--- config.mk ---
export PLATFORM = sky130hd
export DESIGN_NAME = dcq_link
export DESIGN_NICKNAME = d
export VERILOG_FILES = /design/src/hdl/dcq_pkg.sv /design/src/hdl/dcq_link.sv
export SDC_FILE = /design/constraint.sdc
export NUM_CORES = 1
export LEC_CHECK = 0
export ABC_AREA = 1
export BUFFER_PORTS_ARGS = -buffer_cell sky130_fd_sc_hd__buf_4
export CORE_UTILIZATION = 50
export CTS_CLUSTER_SIZE = 10
export DETAILED_ROUTE_END_ITERATION = 8
export GPL_ROUTABILITY_DRIVEN = 0
export PLACE_DENSITY_LB_ADDON = 0.05
export SYNTH_ARGS = -nofsm -noshare
export SYNTH_HDL_FRONTEND = slang
export SYNTH_SLANG_ARGS = --single-unit
--- constraint.sdc ---
create_clock -name clk -period 4.4 [get_ports clk]
set_input_delay 0 -clock clk [delete_from_list [all_inputs] [get_ports clk]]
set_output_delay 0 -clock clk [all_outputs]
set_load 0.01 [all_outputs]
--- src/hdl/dcq_pkg.sv ---
`timescale 1ns / 1ps
// ----------------------------------------------------------------------------
// Dual circular queue package
// Shared sizes, codes and transfer types for the dual circular queue.
// ----------------------------------------------------------------------------
package dcq_pkg;

    localparam int QUEUE_DEPTH = 64;
    localparam int SLOT_W      = (QUEUE_DEPTH > 1) ? $clog2(QUEUE_DEPTH) : 1;
    localparam int ADDR_W      = SLOT_W + 1;
    localparam int CNT_W       = $clog2(QUEUE_DEPTH + 1);
    localparam int STORE_DEPTH = 2 * QUEUE_DEPTH;
    localparam int DATA_W      = 32;

    localparam logic CMD_PUSH = 1'b0;
    localparam logic CMD_POP  = 1'b1;

    localparam logic [1:0] STATUS_OK        = 2'd0;
    localparam logic [1:0] STATUS_OVERFLOW  = 2'd1;
    localparam logic [1:0] STATUS_UNDERFLOW = 2'd2;

    typedef struct packed {
        logic                     command;
        logic                     queue_select;
        logic signed [DATA_W-1:0] push_data;
    } in_item_t;

    typedef struct packed {
        logic signed [DATA_W-1:0] pop_data;
        logic [1:0]               status;
    } out_item_t;

    typedef struct packed {
        logic              wr;
        logic              rd;
        logic [ADDR_W-1:0] addr;
        logic [DATA_W-1:0] data;
        logic [1:0]        status;
    } dcq_op_t;

endpackage

--- src/hdl/dcq_link.sv ---
`timescale 1ns / 1ps
// ----------------------------------------------------------------------------
// Dual circular queue operation link
// Two-entry queue of store operations between front end and back end.
// ----------------------------------------------------------------------------
module dcq_link (
    input  logic             clk,
    input  logic             rst_n,
    input  logic             wr_valid,
    input  dcq_pkg::dcq_op_t wr_op,
    output logic             full,
    output logic             rd_valid,
    output dcq_pkg::dcq_op_t rd_op,
    input  logic             rd_take
);
    import dcq_pkg::*;

    dcq_op_t    entry_reg [2];
    logic       wr_ptr_reg;
    logic       rd_ptr_reg;
    logic [1:0] count_reg;
    logic [1:0] count_next;
    logic       do_wr;
    logic       do_rd;

    assign full     = (count_reg == 2'd2);
    assign rd_valid = (count_reg != 2'd0);
    assign rd_op    = entry_reg[rd_ptr_reg];
    assign do_wr    = wr_valid & ~full;
    assign do_rd    = rd_take & rd_valid;

    always_comb
    begin
        count_next = count_reg;
        if (do_wr & ~do_rd)
            count_next = count_reg + 2'd1;
        else if (do_rd & ~do_wr)
            count_next = count_reg - 2'd1;
    end

    always_ff @(posedge clk)
    begin
        if (do_wr)
            entry_reg[wr_ptr_reg] <= wr_op;
    end

    always_ff @(posedge clk or negedge rst_n)
    begin
        if (!rst_n)
        begin
            wr_ptr_reg <= 1'b0;
            rd_ptr_reg <= 1'b0;
            count_reg  <= 2'd0;
        end
        else
        begin
            if (do_wr)
                wr_ptr_reg <= ~wr_ptr_reg;
            if (do_rd)
                rd_ptr_reg <= ~rd_ptr_reg;
            count_reg <= count_next;
        end
    end

endmodule

* Word level (Yosys, flattened, before mapping)
Memories as Yosys holds them, arrays and structs flattened. Index checks and enable logic that the tools add are counted.
Word-level totals: register bits 4, RAM bits 86, output and inout bits 45, logic and storage cells 22, memories kept 1
Operators by class: $add $sub $neg 2, eq/ne operators 1, muxes and demuxes 4, bitwise logic cells 9, reductions and logical operators 2
Memory list:
- entry_reg | words 2, bits a word 43, read ports 1, clocked after Yosys merged registers in 0, wr ports 1, RTL line dcq_link.sv:18 | dcq_op_t entry_reg [2];
Operators by type and width (number):
- 1-bit inverter | 5
- 1-bit AND | 4
- 2-bit two-way mux | 2
- 2-bit nonzero test | 2
- 2-bit by 1-bit adder with 2-bit output (second input constant) | 1
- 2-bit equality test (second input constant) | 1
- 1-bit two-way mux | 2
- 2-bit by 1-bit subtractor with 2-bit output (second input constant) | 1

* Depth between registers and ports, before layout
depth after elaboration 7, mapped depth 9, gate-level depth less buffers 9

* Worst setup path before layout
OpenSTA, ideal clock, no wires.
path kind reg-to-reg, start register count_reg[1], end memory entry_reg[1][0] in the netlist's numbering, enable pin, data arrival time 2.404 ns, slack 1.553 ns, cell stages (with the launch flop) 4, path buffers 0, period minus slack after synthesis 2.847 ns, path through dfrtp_1 -> inv_1 -> o21ai_0 -> nor2_1
Between the ends: cells in the longest elaborated chain, start to end 5
RTL lines:
- start, declared | RTL line dcq_link.sv:21 | logic [1:0] count_reg;
- start signal, assigned | RTL line dcq_link.sv:61 | count_reg <= count_next;
- 2-bit equality test | RTL line dcq_link.sv:26 | assign full = (count_reg == 2'd2);
- 1-bit inverter | RTL line dcq_link.sv:29 | assign do_wr = wr_valid & ~full;
- 1-bit AND | RTL line dcq_link.sv:29
- 1-bit two-way mux | RTL line dcq_link.sv:43 | if (do_wr)
- 1-bit two-way mux (not written as such) | RTL line dcq_link.sv:44 | entry_reg[wr_ptr_reg] <= wr_op;
- end, declared | RTL line dcq_link.sv:18
No other way between the ends.

* Worst setup path after layout
start register count_reg[1], end memory entry_reg[1][16] in the netlist's numbering, enable pin
Same word-level chain as after synthesis.

==> run_results.csv <==
group,metric,value,unit
status,status,"finished with violations",
status,violations,"design-rule violations",
critical_path,critPathKind,"reg -> reg",
cells_and_area,drive_gt1_frac,0.312,
timing,setup-tns-final,0,ns
floorplan,start_util,0.529,
clock_network,cts_tree,"yes",
synthesis,yosysWarnings,0,
power_and_ir_drop,ir_worst_vdd,0.335,mV
timing,min_period_over_period,0.449,
cells_and_area,diodes,0,
min_path,hp-class,"in -> reg",
clock_network,htree_num_levels,3,
cells_and_area,largest_reg_flops,86,
synthesis,synth_seq_cells,90,
timing,rsz0062_at_grt,"false",
grt,grt_pass1_wl,10400,um
cells_and_area,multiInputGateArea,629,um^2
routing,drt-initial-drc-count,106,
timing,whs,0.0561,ns
timing,period_minus_slack,1.98,ns
synthesis,avgSynthCellArea,13.4,um^2
clock_network,cts_buffers,9,
timing,setup_viol_count_final,0,
synthesis,synth.distinct_cells,18,
grt,met3_usage,0.0399,
cells_and_area,layout.area.seq,2680,um^2
floorplan,dieWidth,84.9,um
power_and_ir_drop,leakagePower,0.00208,uW
critical_path,critPathSlowestCell,"nor2_4",
grt,use_met2,0.349,
critical_path,startpoint,"count_reg[1]",
critical_path,cp_max_fo,22,
routing,totalWireLength,6350,um
synthesis,synth_area_leaders,"edfxtp_1 (75%), nand2_1 (14%), dfrtp_1 (2.9%), nand2_2 (2.4%), buf_6 (1.6%)",
synthesis,yosysMostFrequentCell,"nand2_1",
clock_network,clk_latency,0.33,ns
routing,via_count,2255,
synthesis,synth_edf_count,86,
placed_design,numPortBuffers,91,
floorplan,placementRows,29,
grt,grt_pass1_vias,2315,
critical_path,crit_family,"simple AND/OR/NAND/NOR gates",
synthesis,synthCells,256,
clock_network,root_buffer,"clkbuf_8",
routing,via_per_inst,4.72,
critical_path,slowest_delay,0.55,ns
synthesis,yosysSeqAreaShare,0.781,
grt,antenna_found_initial,0,
synthesis,synthArstFlopShare,0.0444,
timing,slew_headroom,0.373,
routing,post_drt_wl_per_cell,13.3,um
critical_path,start_kind,"register",
critical_path,cp-end-kind,"register",
run,drv_cap,0,
cells_and_area,post-route-util,0.744,
timing,slew_viol_final,0,
power_and_ir_drop,p_per_area,607,nW/um^2
critical_path,critPathRequiredTime,4.42,ns
clock_network,cts.reportedPaths.clkPinSlew,0.08,ns
synthesis,synth_top_area_frac,0.752,
critical_path,r2r_slack,2.42,ns
critical_path,crit_chain,"inv_1 > o21ai_0 > nor2_4 > buf_4",
grt,met1_usage,0.220,
timing,fin_worst_skew,0.00607,ns
floorplan,fp.coreArea,6490,um^2
critical_path,worst-path-buf-inv,2,
cells_and_area,syn2layout_area_growth,40.6,%
critical_path,crit_cells,4,
synthesis,syn_area,3440,um^2
clock_network,cts_sinks,90,
floorplan,io_pins,92,
synthesis,syn-num-nets,304,
timing,max_freq,0.506,GHz
critical_path,reg2reg_to,"entry_reg[1][16]",
grt,grt.busiest_layer,"met2",
synthesis,synth_top_cells_by_count,"nand2_1 (127), edfxtp_1 (86), nand2_2 (13)",
critical_path,endpoint,"entry_reg[1][16]",
timing,finalHoldViolCount,0,
synthesis,synth-main-ff-cell,"edfxtp_1",
grt,gr-total-overflow,0,
placed_design,dp_hpwl,3710,um
critical_path,cp.arrival,1.99,ns
routing,antenna_left,0,
grt,grt_max_degree,46,
synthesis,yosys.area.top_type,"edfxtp_1",
routing,drt-pass1-iter-count,8,
grt,grtUsageTotal,0.192,
floorplan,die_area,7210,um^2
timing,worst_pin_slew,0.940,ns
critical_path,reg2reg_from,"count_reg[1]",
cells_and_area,fillers,430,
routing,drc_errors,4,
cells_and_area,nets,444,
floorplan,die_h,84.9,um
critical_path,ff2ff_path_depth,4,
clock_network,clockBufferDepth,2,
[routing by layer]
layer / routed length, um / vias up
met5: 0 / -
met4: 96 / 0
met3: 321 / 10
met2: 3240 / 71
met1: 2690 / 1041
li1: - / 1133
[logic make-up after synthesis]
group,Yosys count,share of synthesized area
buffers and inverters,17,0.0382
and+or+nand+nor,146,0.173
adders and majority gates,1,0.00364
xor gates and xnor gates,1,0.00255
DFF,90,0.781
AOI/OAI and AO/OA,1,0.00146
[placed cells by master, fill, tap and decap left out, drive strengths merged]
| cell type | synthesis | routed |
|---|---|---|
| nand2 | 140 | 140 |
| buf | 9 | 92 |
| edfxtp | 86 | 86 |
| dlygate4sd3 | 0 | 46 |
| clkbuf | 0 | 11 |
| inv | 8 | 8 |
| dfrtp | 4 | 4 |
| bufinv | 0 | 3 |
| nor2 | 3 | 3 |
| nand3 | 2 | 2 |
| clkinv | 0 | 2 |
| o21ai | 1 | 1 |
| xnor2 | 1 | 1 |
| nand4 | 1 | 1 |
| ha | 1 | 1 |
[where the power goes]
group          switching, uW  internal [uW]
registers                120           1170
clock network            264            377
logic                    561            439
[repair_timing]
| item | CTS | global route |
|---|---|---|
| buffers inserted | 0 | 0 |
| endpoints found under the hold margin | 91 | 0 |
| resized for setup | 0 | 0 |
| hold buffers | 46 | 0 |
[how the worst min path moves through the flow]
stage	startpoint	end	slack (ns)	cells after the start
2_1_floorplan	rst_n	count_reg[0]	-0.30	0
3_3_place_gp	rst_n	count_reg[1]	-0.20	1
3_5_place_dp	rst_n	count_reg[1]	-0.20	1
4_1_cts	wr_valid	wr_ptr_reg	0.05	5
5_1_grt	wr_valid	wr_ptr_reg	0.07	5
6_report	wr_valid	wr_ptr_reg	0.06	5
[cell type report]
cell class              instances  share of cell area
well taps                      77              0.0199
clock buffers                  11              0.0272
repair buffers                138               0.238
multi-input cells             149               0.130
inverters                       8             0.00777
flip-flops and latches         90               0.555
clock inverters                 5              0.0212
[worst min-delay path: cells and delay by family]
family	cells	cell delay (ns)
AND/OR/NAND/NOR	3	0.16
buffers and inverters	2	0.20
[through the flow]
stage / std cells / total power, uW / instance area, um^2 / setup WS (ns)
2_1_floorplan: 256 / 1870 / 3440 / 1.55
6_report: 478 / 2930 / 4830 / 2.42
5_1_grt: 478 / 3110 / 4830 / 2.26
4_1_cts: 478 / 2960 / 4830 / 2.40
3_3_place_gp: 416 / 2270 / 4140 / 2.45
3_5_place_dp: 416 / 2290 / 4140 / 2.41
Note: power is estimated with default switching activity, not from simulation.
