==> src/hdl/dcq_pkg.sv <==
`timescale 1ns / 1ps
// ----------------------------------------------------------------------------
// Dual circular queue package
// Shared sizes, codes and transfer types for the dual circular queue.
// ----------------------------------------------------------------------------
package dcq_pkg;

    localparam int QUEUE_DEPTH = 64;
    localparam int SLOT_W      = (QUEUE_DEPTH > 1) ? $clog2(QUEUE_DEPTH) : 1;
    localparam int ADDR_W      = SLOT_W + 1;
    localparam int CNT_W       = $clog2(QUEUE_DEPTH + 1);
    localparam int STORE_DEPTH = 2 * QUEUE_DEPTH;
    localparam int DATA_W      = 32;

    localparam logic CMD_PUSH = 1'b0;
    localparam logic CMD_POP  = 1'b1;

    localparam logic [1:0] STATUS_OK        = 2'd0;
    localparam logic [1:0] STATUS_OVERFLOW  = 2'd1;
    localparam logic [1:0] STATUS_UNDERFLOW = 2'd2;

    typedef struct packed {
        logic                     command;
        logic                     queue_select;
        logic signed [DATA_W-1:0] push_data;
    } in_item_t;

    typedef struct packed {
        logic signed [DATA_W-1:0] pop_data;
        logic [1:0]               status;
    } out_item_t;

    typedef struct packed {
        logic              wr;
        logic              rd;
        logic [ADDR_W-1:0] addr;
        logic [DATA_W-1:0] data;
        logic [1:0]        status;
    } dcq_op_t;

endpackage

==> src/hdl/dcq_front.sv <==
`timescale 1ns / 1ps
// ----------------------------------------------------------------------------
// Dual circular queue front end
// Tracks head, tail and fill of both queues, classifies each transfer and
// issues a store operation with its status.
// ----------------------------------------------------------------------------
module dcq_front (
    input  logic              clk,
    input  logic              rst_n,
    input  logic              push,
    input  dcq_pkg::in_item_t in_item,
    input  logic              link_full,
    output logic              full,
    output logic              op_valid,
    output dcq_pkg::dcq_op_t  op
);
    import dcq_pkg::*;

    localparam logic [ADDR_W-1:0] TOP_ADDR = ADDR_W'(STORE_DEPTH - 1);

    logic [SLOT_W-1:0] head_reg [2];
    logic [SLOT_W-1:0] head_next [2];
    logic [SLOT_W-1:0] tail_reg [2];
    logic [SLOT_W-1:0] tail_next [2];
    logic [CNT_W-1:0]  count_reg [2];
    logic [CNT_W-1:0]  count_next [2];

    logic              accept;
    logic              sel;
    logic [CNT_W-1:0]  cnt;
    logic [SLOT_W-1:0] slot;
    logic [SLOT_W-1:0] new_tail;

    function automatic logic [SLOT_W-1:0] next_slot(input logic [SLOT_W-1:0] s);
        logic [SLOT_W-1:0] r;
        if (s == SLOT_W'(QUEUE_DEPTH - 1))
            r = '0;
        else
            r = s + SLOT_W'(1);
        return r;
    endfunction

    assign full     = link_full;
    assign accept   = push & ~link_full;
    assign op_valid = accept;

    always_comb
    begin
        sel        = in_item.queue_select;
        cnt        = count_reg[sel];
        head_next  = head_reg;
        tail_next  = tail_reg;
        count_next = count_reg;
        slot       = '0;
        new_tail   = '0;
        op.wr      = 1'b0;
        op.rd      = 1'b0;
        op.data    = in_item.push_data;
        op.status  = STATUS_OK;
        if (in_item.command == CMD_PUSH)
        begin
            if (cnt == CNT_W'(QUEUE_DEPTH))
            begin
                op.status = STATUS_OVERFLOW;
            end
            else
            begin
                if (cnt == '0)
                begin
                    new_tail       = '0;
                    head_next[sel] = '0;
                end
                else
                begin
                    new_tail = next_slot(tail_reg[sel]);
                end
                tail_next[sel]  = new_tail;
                count_next[sel] = cnt + CNT_W'(1);
                slot            = new_tail;
                op.wr           = 1'b1;
            end
        end
        else
        begin
            if (cnt == '0)
            begin
                op.status = STATUS_UNDERFLOW;
            end
            else
            begin
                slot  = head_reg[sel];
                op.rd = 1'b1;
                if (cnt == CNT_W'(1))
                begin
                    head_next[sel] = '0;
                    tail_next[sel] = '0;
                end
                else
                begin
                    head_next[sel] = next_slot(head_reg[sel]);
                end
                count_next[sel] = cnt - CNT_W'(1);
            end
        end
        if (sel)
            op.addr = TOP_ADDR - {1'b0, slot};
        else
            op.addr = {1'b0, slot};
    end

    always_ff @(posedge clk or negedge rst_n)
    begin
        if (!rst_n)
        begin
            head_reg  <= '{default: '0};
            tail_reg  <= '{default: '0};
            count_reg <= '{default: '0};
        end
        else if (accept)
        begin
            head_reg  <= head_next;
            tail_reg  <= tail_next;
            count_reg <= count_next;
        end
    end

endmodule

==> config.mk <==
export PLATFORM = sky130hd
export DESIGN_NAME = dcq_front
export DESIGN_NICKNAME = d
export VERILOG_FILES = /design/src/hdl/dcq_pkg.sv /design/src/hdl/dcq_front.sv
export SDC_FILE = /design/constraint.sdc
export NUM_CORES = 1
export LEC_CHECK = 0
export ABC_AREA = 1
export BUFFER_PORTS_ARGS = -buffer_cell sky130_fd_sc_hd__buf_2
export CORE_UTILIZATION = 25
export CTS_CLUSTER_DIAMETER = 60
export DETAILED_ROUTE_END_ITERATION = 12
export MAX_ROUTING_LAYER = met4
export SLEW_MARGIN = 40
export SYNTH_ARGS = -nofsm -noshare
export SYNTH_HDL_FRONTEND = slang
export SYNTH_SLANG_ARGS = --single-unit
==> constraint.sdc <==
create_clock -name clk -period 2.02 [get_ports clk]
set_input_delay 0.303 -clock clk [delete_from_list [all_inputs] [get_ports clk]]
set_output_delay 0.303 -clock clk [all_outputs]
set_load 0.05 [all_outputs]
# Word-level counts from Yosys, hierarchy flattened
# Cells that the tools add are included.
# word_totals
romBits,0
latchBits,0
memories,0
register_bits,38
input_bits,38
word_cells,80
output_inout_bits,45
ramBits,0
# classes
n_reduce_logical,6
shift,0
mux,48
bitwise,6
addsub,5
multipliers,0
n_eq_ne,7
n_lt_le_gt_ge,2
n_div,0
# ops
cell,count
12-bit 2-to-1 mux,9
6-bit 2-to-1 mux,18
14-bit 2-to-1 mux,3
7-bit 2-to-1 mux,5
14-bit bitwise mux,2
12-bit bitwise AND,2
12-bit bitwise mux,2
6-bit by 1-bit adder with 6-bit output (second input constant),2
6-bit == test (second input constant),2
12-bit NOT,1
4-bit AND reduction,2
7-bit by 1-bit adder with 7-bit output (second input constant),1
7-bit demux with 1-bit select,1
7-bit by 1-bit == test with 1-bit output (second input constant),1
7-bit == test (second input constant),1
7-bit logical NOT,1
7-bit by 1-bit subtractor with 7-bit output (second input constant),1
7-bit by 6-bit subtractor with 7-bit output (first input constant),1
6-bit demux with 1-bit select,1
1-bit 2-to-1 mux,5
2-bit 2-to-1 mux,2
2-bit inequality test (second input constant),2
3-bit AND reduction,1
2-bit >= comparator (second input constant),1
7 further kinds,7

# Longest topological paths before layout
# Gate-level depths: netlist (run 1).
# logic_depth
word_depth,13
depth_mapped,18
ltp_nobuf,15

# Worst setup path after synthesis (run 1)
# No wires, ideal clock.
# synth_path
path_type,input-to-output
start,input in_item[32] (netlist name)
end,output op[39] (netlist name)
slack_ns,-0.838
arrival_ns,2.555
path_buffers,3
required_time_ns,1.717
path_stages,15
cell_sequence,buf_6 inv_6 buf_12 buf_6 nand2_1 nand2_1 inv_1 ha_1 nand3_4 nor2_4 nor2_2 nand4_1 nand2_1 nand2_1 nand2_1
# synth_rtl
item,line_no,source
"start, declared",dcq_front.sv:11,"input dcq_pkg::in_item_t in_item,"
"end, declared",dcq_front.sv:15,output dcq_pkg::dcq_op_t op

==> metrics.md, run 1 <==
| Metric | Value |
|---|---|
| Outcome | `finished, violations left` |
| Violated checks | `hold timing, setup timing` |
| P&R area growth vs syn | `39.1%` |
| Initial Utilization | `0.257` |
| Hpwl dp | `6890 um` |
| Tmin final | `2.22 ns` |
| Worst R2R End | `head_reg[0]` |
| Crit end category | `primary output` |
| CTS Hold Bufs | `0` |
| Worst Setup Path Type | `reg -> out` |
| Final worst slack | `-0.204 ns` |
| R2r setup slk | `-0.02 ns` |
| Clock skew | `0.00889 ns` |
| Filler cell count | `1326` |
| Commonest cells after routing, fill and taps aside | `nand2_1 (177), buf_4 (69), inv_1 (42), nand2_2 (41)` |
| Area share of the largest cell type after synthesis | `0.278` |
| Syn_area_per_cell | `6.54 um^2` |
| Dpl ws | `-0.362 ns` |
| Number of global-route vias before repair | `3194` |
| Worst EP arrival | `1.92 ns` |
| Remaining antenna violation count | `0` |
| Core area | `13300 um^2` |
| CP startpoint kind | `flop` |
| All-Layer GR Usage | `0.139` |
| Relative slew slack | `0.657` |
| Vias | `3300` |
| Final hold slack | `-0.0129 ns` |
| Mapped cell area | `3420 um^2` |
| Die Wd | `119 um` |
| Leading area contributor after synthesis | `dfrtp_1` |
| Final nets | `628` |
| Routed Wire Length | `9200 um` |
| Least-Margin Pin Slew | `0.515 ns` |
| Sequential cell area | `951 um^2` |
| Pint | `0.00213 W` |
| Most common cell after layout, fill and taps aside | `nand2_1` |
| R2R depth | `15` |
| Drt wl/cell | `12.1 um` |
| Slew Viols, Final | `0` |
| Min-Delay Path Class | `in -> async` |
| Syn. warnings | `0` |
| Reg power frac | `0.279` |
| Share of layout cells above drive strength 1 | `0.406` |
| Iteration-0 DRC Markers | `203` |
| Seq/Total Area, Yosys | `0.278` |
| Cell Area, Placed | `4040 um^2` |
| Max_cap viols | `0` |
| Worst-Skew Late Latency | `0.29 ns` |
| Clock transition at path regs | `0.06 ns` |
| Pleak | `2.42 nW` |
| Fin crit share | `1.10` |
| CTS root buf | `clkbuf_16` |
| CTS tree | `done` |
| Number of antenna violations at the first check in global routing | `0` |
| Largest net degree at the start of global routing | `23` |
| Met1 WL | `4120 um` |
| CTS buffer count | `5` |
| Io pins | `83` |
| Switching Fraction | `0.396` |
| Logic pwr share | `0.490` |
| RSZ-0062 raised after global routing | `true` |
| Clock buffer depth | `2` |
| Total gr overflow | `0` |
| Final Hold Vio Count | `19` |
| Drt via density | `4.34` |
| GP Congestion | `0.893` |
| Area of the multi-input gates | `2320 um^2` |
| Max H-tree Level | `2` |
| PD cells | `742 nW/um^2` |
| Highest clock rate | `450 MHz` |
| DR top layer | `met4` |
| DR pass1 iterations | `4` |
| DR WL met3 | `413 um` |
| Netlist cell types | `30` |
| Die Area | `14200 um^2` |
| Peak supply drop | `354 uV` |
| # setup viols final | `17` |
| Synth area leaders | `dfrtp_1 (28%), nand2_1 (24%), nand3_1 (8.5%), buf_4 (7.9%), inv_1 (5.3%)` |
| Critical path required time | `1.72 ns` |
| Drt drc | `0` |
| P_sw | `0.00140 W` |
| Antenna diodes | `0` |
| Synthesized Nets | `568` |
| Synth Instances | `523` |
| DIE HEIGHT | `119 um` |
| First-pass GRT wire length | `15200 um` |
| Met2 WL | `4520 um` |
| IO buf count | `18` |
| Clk sink count | `38` |
| R2r startpoint | `count_reg[8]` |
| Critical Path Fanout Max | `3` |
| Flops & latches, synth | `38` |
| Finished Cell Area | `4760 um^2` |
| Std cell rows | `42` |
| Worst setup endpoint | `op[38]` |
| Crit. Startpoint | `tail_reg[1]` |
| Clock share of power | `0.231` |
metal layers:
layer / vias to the layer above / GRT usage
met5: - / -
met4: 0 / 0.0403
met3: 12 / 0.0220
met2: 57 / 0.235
met1: 1527 / 0.169
li1: 1704 / -
per-stage QoR:
step / power (W) / TNS [ns] / util / cells
final: 0.00353 / -1.55 / 0.358 / 760
after global routing: 0.00376 / -4.57 / 0.358 / 760
after global placement: 0.00242 / -10.38 / 0.304 / 737
after detailed placement: 0.00244 / -10.89 / 0.304 / 737
after CTS: 0.00342 / -2.54 / 0.337 / 753
after floorplan: 0.00211 / -4.44 / - / 523
critical path, cell delays in order, from the launching register on:
cell and delay, ns:
dfrtp_1 0.35, inv_1 0.05, nand2_1 0.05, nand2_1 0.06, inv_1 0.07, ha_2 0.21, nand3_4 0.10, xor2_1 0.17
nor2_1 0.12, nand2_1 0.11, nand2_2 0.08, nand2_2 0.06, nand2_4 0.07, buf_8 0.14
cell families after synthesis:
| group | synth area share |
|---|---|
| buffers and inverters | 0.169 |
| adders and majority gates | 0.0256 |
| and+or+nand+nor | 0.475 |
| AOI/OAI and AO/OA | 0.0344 |
| xor gates and xnor gates | 0.0179 |
| DFF | 0.278 |
power groups by stage:
| stage | sequential [W] | clock, W | combinational (W) |
|---|---|---|---|
| 3_3_place_gp | 0.000989 | 0 | 0.00144 |
| 2_1_floorplan | 0.000973 | 0 | 0.00114 |
| 3_5_place_dp | 0.000991 | 0 | 0.00145 |
| 6_report | 0.000985 | 0.000814 | 0.00173 |
| 5_1_grt | 0.00100 | 0.000863 | 0.00189 |
| 4_1_cts | 0.000979 | 0.000836 | 0.00160 |
cell type report:
cell class,instances,share of cell area
tap,176,0.0463
inverter,51,0.0418
clock inverter,2,0.00263
sequential,38,0.200
multi-input combinational,384,0.487
clock buffer,6,0.0292
timing repair buffer,103,0.193
worst min-delay path by stage:
stage / start / to / slack (ns) / cells after the start
after floorplan: rst_n / asynchronous set/reset pin / 0.007 / 0
after global placement: rst_n / count_reg[8] / 0.31 / 1
after detailed placement: rst_n / asynchronous set/reset pin / 0.31 / 1
after CTS: rst_n / tail_reg[0] / 0.002 / 1
after global routing: rst_n / count_reg[12] / 0.03 / 1
final: rst_n / asynchronous set/reset pin / -0.01 / 1
cell usage after synthesis, drive strengths merged:
cell / number
xor2: 7
and3: 1
nand4: 4
nor2: 40
inv: 51
clkbuf: 2
buf: 48
dfrtp: 38
o22ai: 2
nand2: 241
nand3: 63
o21ai: 18
nor3: 1
ha: 7
timing repair:
| action | in CTS | in global routing |
|---|---|---|
| setup buffers | 9 | 11 |
| resized for setup | 68 | 64 |
| setup endpoints to repair | 28 | 48 |
| pin swaps | 15 | 21 |
Note: power is estimated with default switching activity, not from simulation.
==> inputs of run 2 (changes only) <==
--- a/config.mk
+++ b/config.mk
@@ -8,9 +8,9 @@
 export ABC_AREA = 1
 export BUFFER_PORTS_ARGS = -buffer_cell sky130_fd_sc_hd__buf_2
 export CORE_UTILIZATION = 25
-export CTS_CLUSTER_DIAMETER = 60
 export DETAILED_ROUTE_END_ITERATION = 12
 export MAX_ROUTING_LAYER = met4
+export PLACE_DENSITY_LB_ADDON = 0.2
 export SLEW_MARGIN = 40
 export SYNTH_ARGS = -nofsm -noshare
 export SYNTH_HDL_FRONTEND = slang
==> run 2 against run 1 <==
  * The run ends with setup timing left
  * Fmax decreased by 1.2%
  * Setup slack got worse by 0.027 ns
  * Critical path depth did not move
  * Combinational power about the same
  * Register-to-register slack barely moved
  * Worst hold slack better by 0.082 ns
  * Die area unchanged
  * Via count increased by 0.76%
  * Wire length grew 7.2%
  * Core utilization is 0.59 points higher
  * Non-clock buffer count is 7 higher
  * Largest cell class unchanged
==> metrics.md, run 2 (synthesized netlist as in run 1, its figures left out) <==
| Metric | Value |
|---|---|
| Outcome | `finished, violations left` |
| Violated checks | `setup timing` |
| Clock skew | `0.00557 ns` |
| Final nets | `636` |
| Min-Delay Path Class | `in -> async` |
| Number of global-route vias before repair | `3238` |
| Finished Cell Area | `4840 um^2` |
| DR pass1 iterations | `4` |
| Commonest cells after routing, fill and taps aside | `nand2_1 (184), buf_4 (74), inv_1 (41), dfrtp_1 (38), nand3_1 (37)` |
| CTS root buf | `clkbuf_16` |
| Routing usage on met1 | `0.191` |
| Crit end category | `primary output` |
| Remaining antenna violation count | `0` |
| Hpwl dp | `7440 um` |
| Most common cell after layout, fill and taps aside | `nand2_1` |
| Critical path required time | `1.72 ns` |
| CP delay by family, top | `simple AND/OR/NAND/NOR gates` |
| Post-Place Cells | `742` |
| RSZ-0062 raised after global routing | `true` |
| Max_cap viols | `0` |
| Vias | `3325` |
| P&R area growth vs syn | `41.4%` |
| Clock buffer depth | `2` |
| Die Area | `14200 um^2` |
| GP Congestion | `0.860` |
| DIE HEIGHT | `119 um` |
| Die Wd | `119 um` |
| Share of layout cells above drive strength 1 | `0.398` |
| Clock transition at path regs | `0.06 ns` |
| Worst EP arrival | `1.95 ns` |
| Iteration-0 DRC Markers | `114` |
| Final hold slack | `0.0693 ns` |
| Cell Count, Final, Fillers Out | `767` |
| Global route hottest layer | `met2` |
| Tmin final | `2.25 ns` |
| Core area | `13300 um^2` |
| Slowest-stage cell, CP | `dfrtp_1` |
| CTS buffer count | `5` |
| Pleak | `2.46 nW` |
| Drt via density | `4.34` |
| Critical Path Fanout Max | `7` |
| CP startpoint kind | `flop` |
| Slew Viols, Final | `0` |
| Fin crit share | `1.11` |
| Peak supply drop | `314 uV` |
| # setup viols final | `18` |
| Relative slew slack | `0.667` |
| Drt drc | `0` |
| All-Layer GR Usage | `0.146` |
| Std cell rows | `42` |
| Final worst slack | `-0.231 ns` |
| First-pass GRT wire length | `16000 um` |
| Worst path bufs/invs | `3` |
| Cell Area, Placed | `4060 um^2` |
| Highest clock rate | `444 MHz` |
| PD cells | `722 nW/um^2` |
| Routed Wire Length | `9860 um` |
| Antenna diodes | `0` |
| IO buf count | `18` |
| GRT met3 Usage | `0.0263` |
| CP most frequent cell | `nand2_2` |
| Least-Margin Pin Slew | `0.499 ns` |
| CTS tree | `done` |
| Initial Utilization | `0.257` |
| Dpl ws | `-0.404 ns` |
| CP Cell Sequence | `inv_2 -> nand2_2 -> o21ai_4 -> ha_4 -> nand3_4 -> nor2_4 -> nor2_4 -> buf_4 -> nand2_2 -> nand2_1 -> nand2_2 -> nand2_4 -> buf_8` |
| Clk sink count | `38` |
| Number of antenna violations at the first check in global routing | `0` |
| Io pins | `83` |
| Final Hold Vio Count | `0` |
| Worst Setup Path Type | `reg -> out` |
| Total gr overflow | `0` |
| Crit-path max cell delay | `0.38 ns` |
| Drt wl/cell | `12.9 um` |
| Worst-Skew Late Latency | `0.29 ns` |
| Final setup TNS | `-1.45 ns` |
| Largest net degree at the start of global routing | `39` |
| Max H-tree Level | `2` |
| GRT met2 Usage | `0.234` |
[run 2: cell count changes in the layout (fill, tap and decap cells not counted), sizes merged]
cell / delta
buf: +6
clkinvlp: -1
clkbuf: +2
[run 2: layer usage]
metal	vias to the layer above	part of all wire	wire length, um
met5	-	0	0
met4	0	0.013	127
met2	44	0.47	4660
li1	1722	-	-
met3	15	0.027	270
met1	1544	0.49	4810
[run 2: area by class of cell]
cell class	count	area (um^2)
Clock buffer	7	133
Inverter	51	211
Timing Repair inverter	1	8.76
Sequential cell	38	951
Tap cell	176	220
Multi-Input combinational cell	384	2300
Timing Repair Buffer	110	1020
Fill cell	1415	8460
[run 2: final timing paths]
| kind | start | end | slack [ns] | cells past startpoint |
|---|---|---|---|---|
| max | flop | op[36] | -0.23 | 13 |
| max reg2reg | count_reg[8] | tail_reg[8] | -0.03 | 17 |
| min | rst_n | head_reg[10] | 0.07 | 2 |
| min in group clk | in_item[33] | head_reg[7] | 0.44 | 3 |
| min reg2reg | count_reg[5] | count_reg[5] | 0.47 | 2 |
| max in group asynchronous | rst_n | count_reg[5] | 1.60 | 2 |
[run 2: through the flow]
stage	util	power (W)
3_5_place_dp	0.306	0.00249
4_1_cts	0.338	0.00340
2_1_floorplan	-	0.00211
6_report	0.364	0.00349
3_3_place_gp	0.306	0.00249
5_1_grt	0.364	0.00373
[run 2: what timing repair did]
| item | in CTS | in global routing |
|---|---|---|
| pin swaps | 15 | 31 |
| endpoints found under the hold margin | 0 | 0 |
| gates cloned | 0 | 2 |
| endpoints found under the setup margin | 22 | 48 |
| resized for setup | 71 | 54 |
| setup buffers | 6 | 13 |
| hold buffers | 0 | 0 |
[run 2: where the power goes]
| group | switching [W] | internal [W] | total (W) |
|---|---|---|---|
| sequential | 0.0000910 | 0.000899 | 0.000990 |
| clock | 0.000309 | 0.000452 | 0.000761 |
| combinational | 0.000982 | 0.000760 | 0.00174 |
| total | 0.00138 | 0.00211 | 0.00349 |
==> inputs of run 3 (changes only) <==
==> constraint.sdc (replaced) <==
create_clock -name clk -period 1.89 [get_ports clk]
set_input_delay 0.4725 -clock clk [delete_from_list [all_inputs] [get_ports clk]]
set_output_delay 0.4725 -clock clk [all_outputs]
set_load 0.05 [all_outputs]
==> run 3 against run 2 <==
  * The run still ends with setup timing left
  * Clock skew hardly changed
  * Wire length is 3.7% higher
  * Clock-buffer cell count is 2 lower
  * Clock power is 9.6% higher
  * Worst hold slack better by 0.16 ns
  * First-iteration DRC count is 45% higher
  * Final cell count is 2.3% higher
  * Sequential power is 6% higher
  * Highest routed layer unchanged
==> metrics.md, run 3 (synthesized netlist as in run 1, its figures left out) <==
| Metric | Value |
|---|---|
| Outcome | `finished, violations left` |
| Violated checks | `setup timing` |
| Final nets | `654` |
| Final core occ | `0.377` |
| Die Wd | `119 um` |
| Peak supply drop | `362 uV` |
| Clk sink count | `38` |
| All-Layer GR Usage | `0.161` |
| IO buf count | `18` |
| Tmin final | `2.50 ns` |
| Fin crit share | `1.32` |
| Clock transition at path regs | `0.06 ns` |
| Remaining antenna violation count | `0` |
| Cell Count, Final, Fillers Out | `785` |
| Initial Utilization | `0.257` |
| Pleak | `2.58 nW` |
| DR pass1 iterations | `4` |
| Std cell rows | `42` |
| Routed Wire Length | `10200 um` |
| Final worst slack | `-0.610 ns` |
| Worst EP arrival | `2.03 ns` |
| First-pass GRT wire length | `17300 um` |
| DIE HEIGHT | `119 um` |
| P&R area growth vs syn | `46.3%` |
| Reg power frac | `0.267` |
| PD cells | `789 nW/um^2` |
| Most common cell after layout, fill and taps aside | `nand2_1` |
| Max_cap viols | `0` |
| Max H-tree Level | `2` |
| Min-Delay Path Class | `in -> async` |
| R2r setup slk | `-0.40 ns` |
| Highest clock rate | `400 MHz` |
| Post-Place Cells | `760` |
| Number of antenna violations at the first check in global routing | `0` |
| Design Power | `0.00395 W` |
| Core area | `13300 um^2` |
| Dpl ws | `-0.811 ns` |
| Clock skew | `0.00578 ns` |
| Share of layout cells above drive strength 1 | `0.427` |
| Commonest cells after routing, fill and taps aside | `nand2_1 (177), buf_4 (92), nand3_1 (45), inv_1 (41), dfrtp_1 (38)` |
| CTS Hold Bufs | `0` |
| P_sw | `0.00158 W` |
| Drt wl/cell | `13.0 um` |
| Clock buffer depth | `2` |
| CTS root buf | `clkbuf_16` |
| Drt via density | `4.38` |
| Antenna diodes | `0` |
| Relative slew slack | `0.647` |
| Worst-Skew Late Latency | `0.29 ns` |
| Hpwl dp | `7560 um` |
| CP startpoint kind | `input pin` |
| Critical Path Fanout Max | `7` |
| Least-Margin Pin Slew | `0.530 ns` |
| Critical path required time | `1.42 ns` |
| CTS buffer count | `5` |
| Filler cell count | `1366` |
| Logic pwr share | `0.522` |
| RSZ-0062 raised after global routing | `true` |
| Final setup TNS | `-12.50 ns` |
| Io pins | `83` |
| Largest net degree at the start of global routing | `39` |
| Total gr overflow | `0` |
| Worst R2R End | `head_reg[5]` |
| Worst Setup Path Type | `in -> out` |
| GP Congestion | `0.883` |
| R2R depth | `17` |
| Clock share of power | `0.211` |
| Pint | `0.00237 W` |
| Crit end category | `primary output` |
| Switching Fraction | `0.400` |
| Die Area | `14200 um^2` |
| Iteration-0 DRC Markers | `165` |
| Number of global-route vias before repair | `3462` |
| Slew Viols, Final | `0` |
| # setup viols final | `44` |
| Final Hold Vio Count | `0` |
| CTS tree | `done` |
| Vias | `3437` |
| Drt drc | `0` |
## run 3: how the worst max path moves through the flow
stage                     cells after the start        start      to
after CTS                                    14  in_item[32]  op[38]
after detailed placement                     17  in_item[32]  op[37]
final                                        15  in_item[32]  op[41]
after global routing                         15  in_item[32]  op[38]
after global placement                       14  in_item[32]  op[38]
after floorplan                              15  in_item[32]  op[39]
## run 3: metal layers
| layer | vias up | share of wire | global-route usage |
|---|---|---|---|
| li1 | 1754 | - | - |
| met1 | 1582 | 0.46 | 0.195 |
| met2 | 79 | 0.49 | 0.269 |
| met3 | 22 | 0.031 | 0.0230 |
| met4 | 0 | 0.025 | 0.0672 |
| met5 | - | 0 | - |
## run 3: cell type report
cell class	count	area, um^2	area share
timing repair buffer	129	1140	0.228
tap	176	220	0.0440
inverter	51	213	0.0425
clock buffer	5	125	0.0250
clock inverter	2	10.0	0.00200
multi-input combinational	384	2350	0.469
sequential	38	951	0.190
## run 3: power groups by stage
stage / registers [W] / logic, W / clock network (W)
2_1_floorplan: 0.00104 / 0.00121 / 0
3_3_place_gp: 0.00105 / 0.00163 / 0
3_5_place_dp: 0.00106 / 0.00164 / 0
4_1_cts: 0.00105 / 0.00200 / 0.000875
5_1_grt: 0.00107 / 0.00226 / 0.000887
6_report: 0.00105 / 0.00206 / 0.000834
## run 3: timing repair
action / in CTS / in global routing
endpoints found under the setup margin: 48 / 48
resized for setup: 101 / 50
buffers inserted: 19 / 4
pin swaps: 31 / 29
cloned: 1 / 0
## run 3: critical path, stage by stage
cell and delay (ns):
buf_12 0.10, buf_12 0.14, inv_12 0.05, nand2_4 0.06, nand2_4 0.05, inv_4 0.06, ha_4 0.17, nand2_4 0.05
nor2_4 0.11, nand2_4 0.09, buf_4 0.14, buf_6 0.10, buf_6 0.11, ha_4 0.15, buf_6 0.14
## run 3: through the flow
step,instance area (um^2),hold WS (ns)
detailed placement,4170,0.463
finish,5010,0.225
global route,5010,0.299
CTS,4840,0.259
floorplan,3530,0.177
global placement,4170,0.454
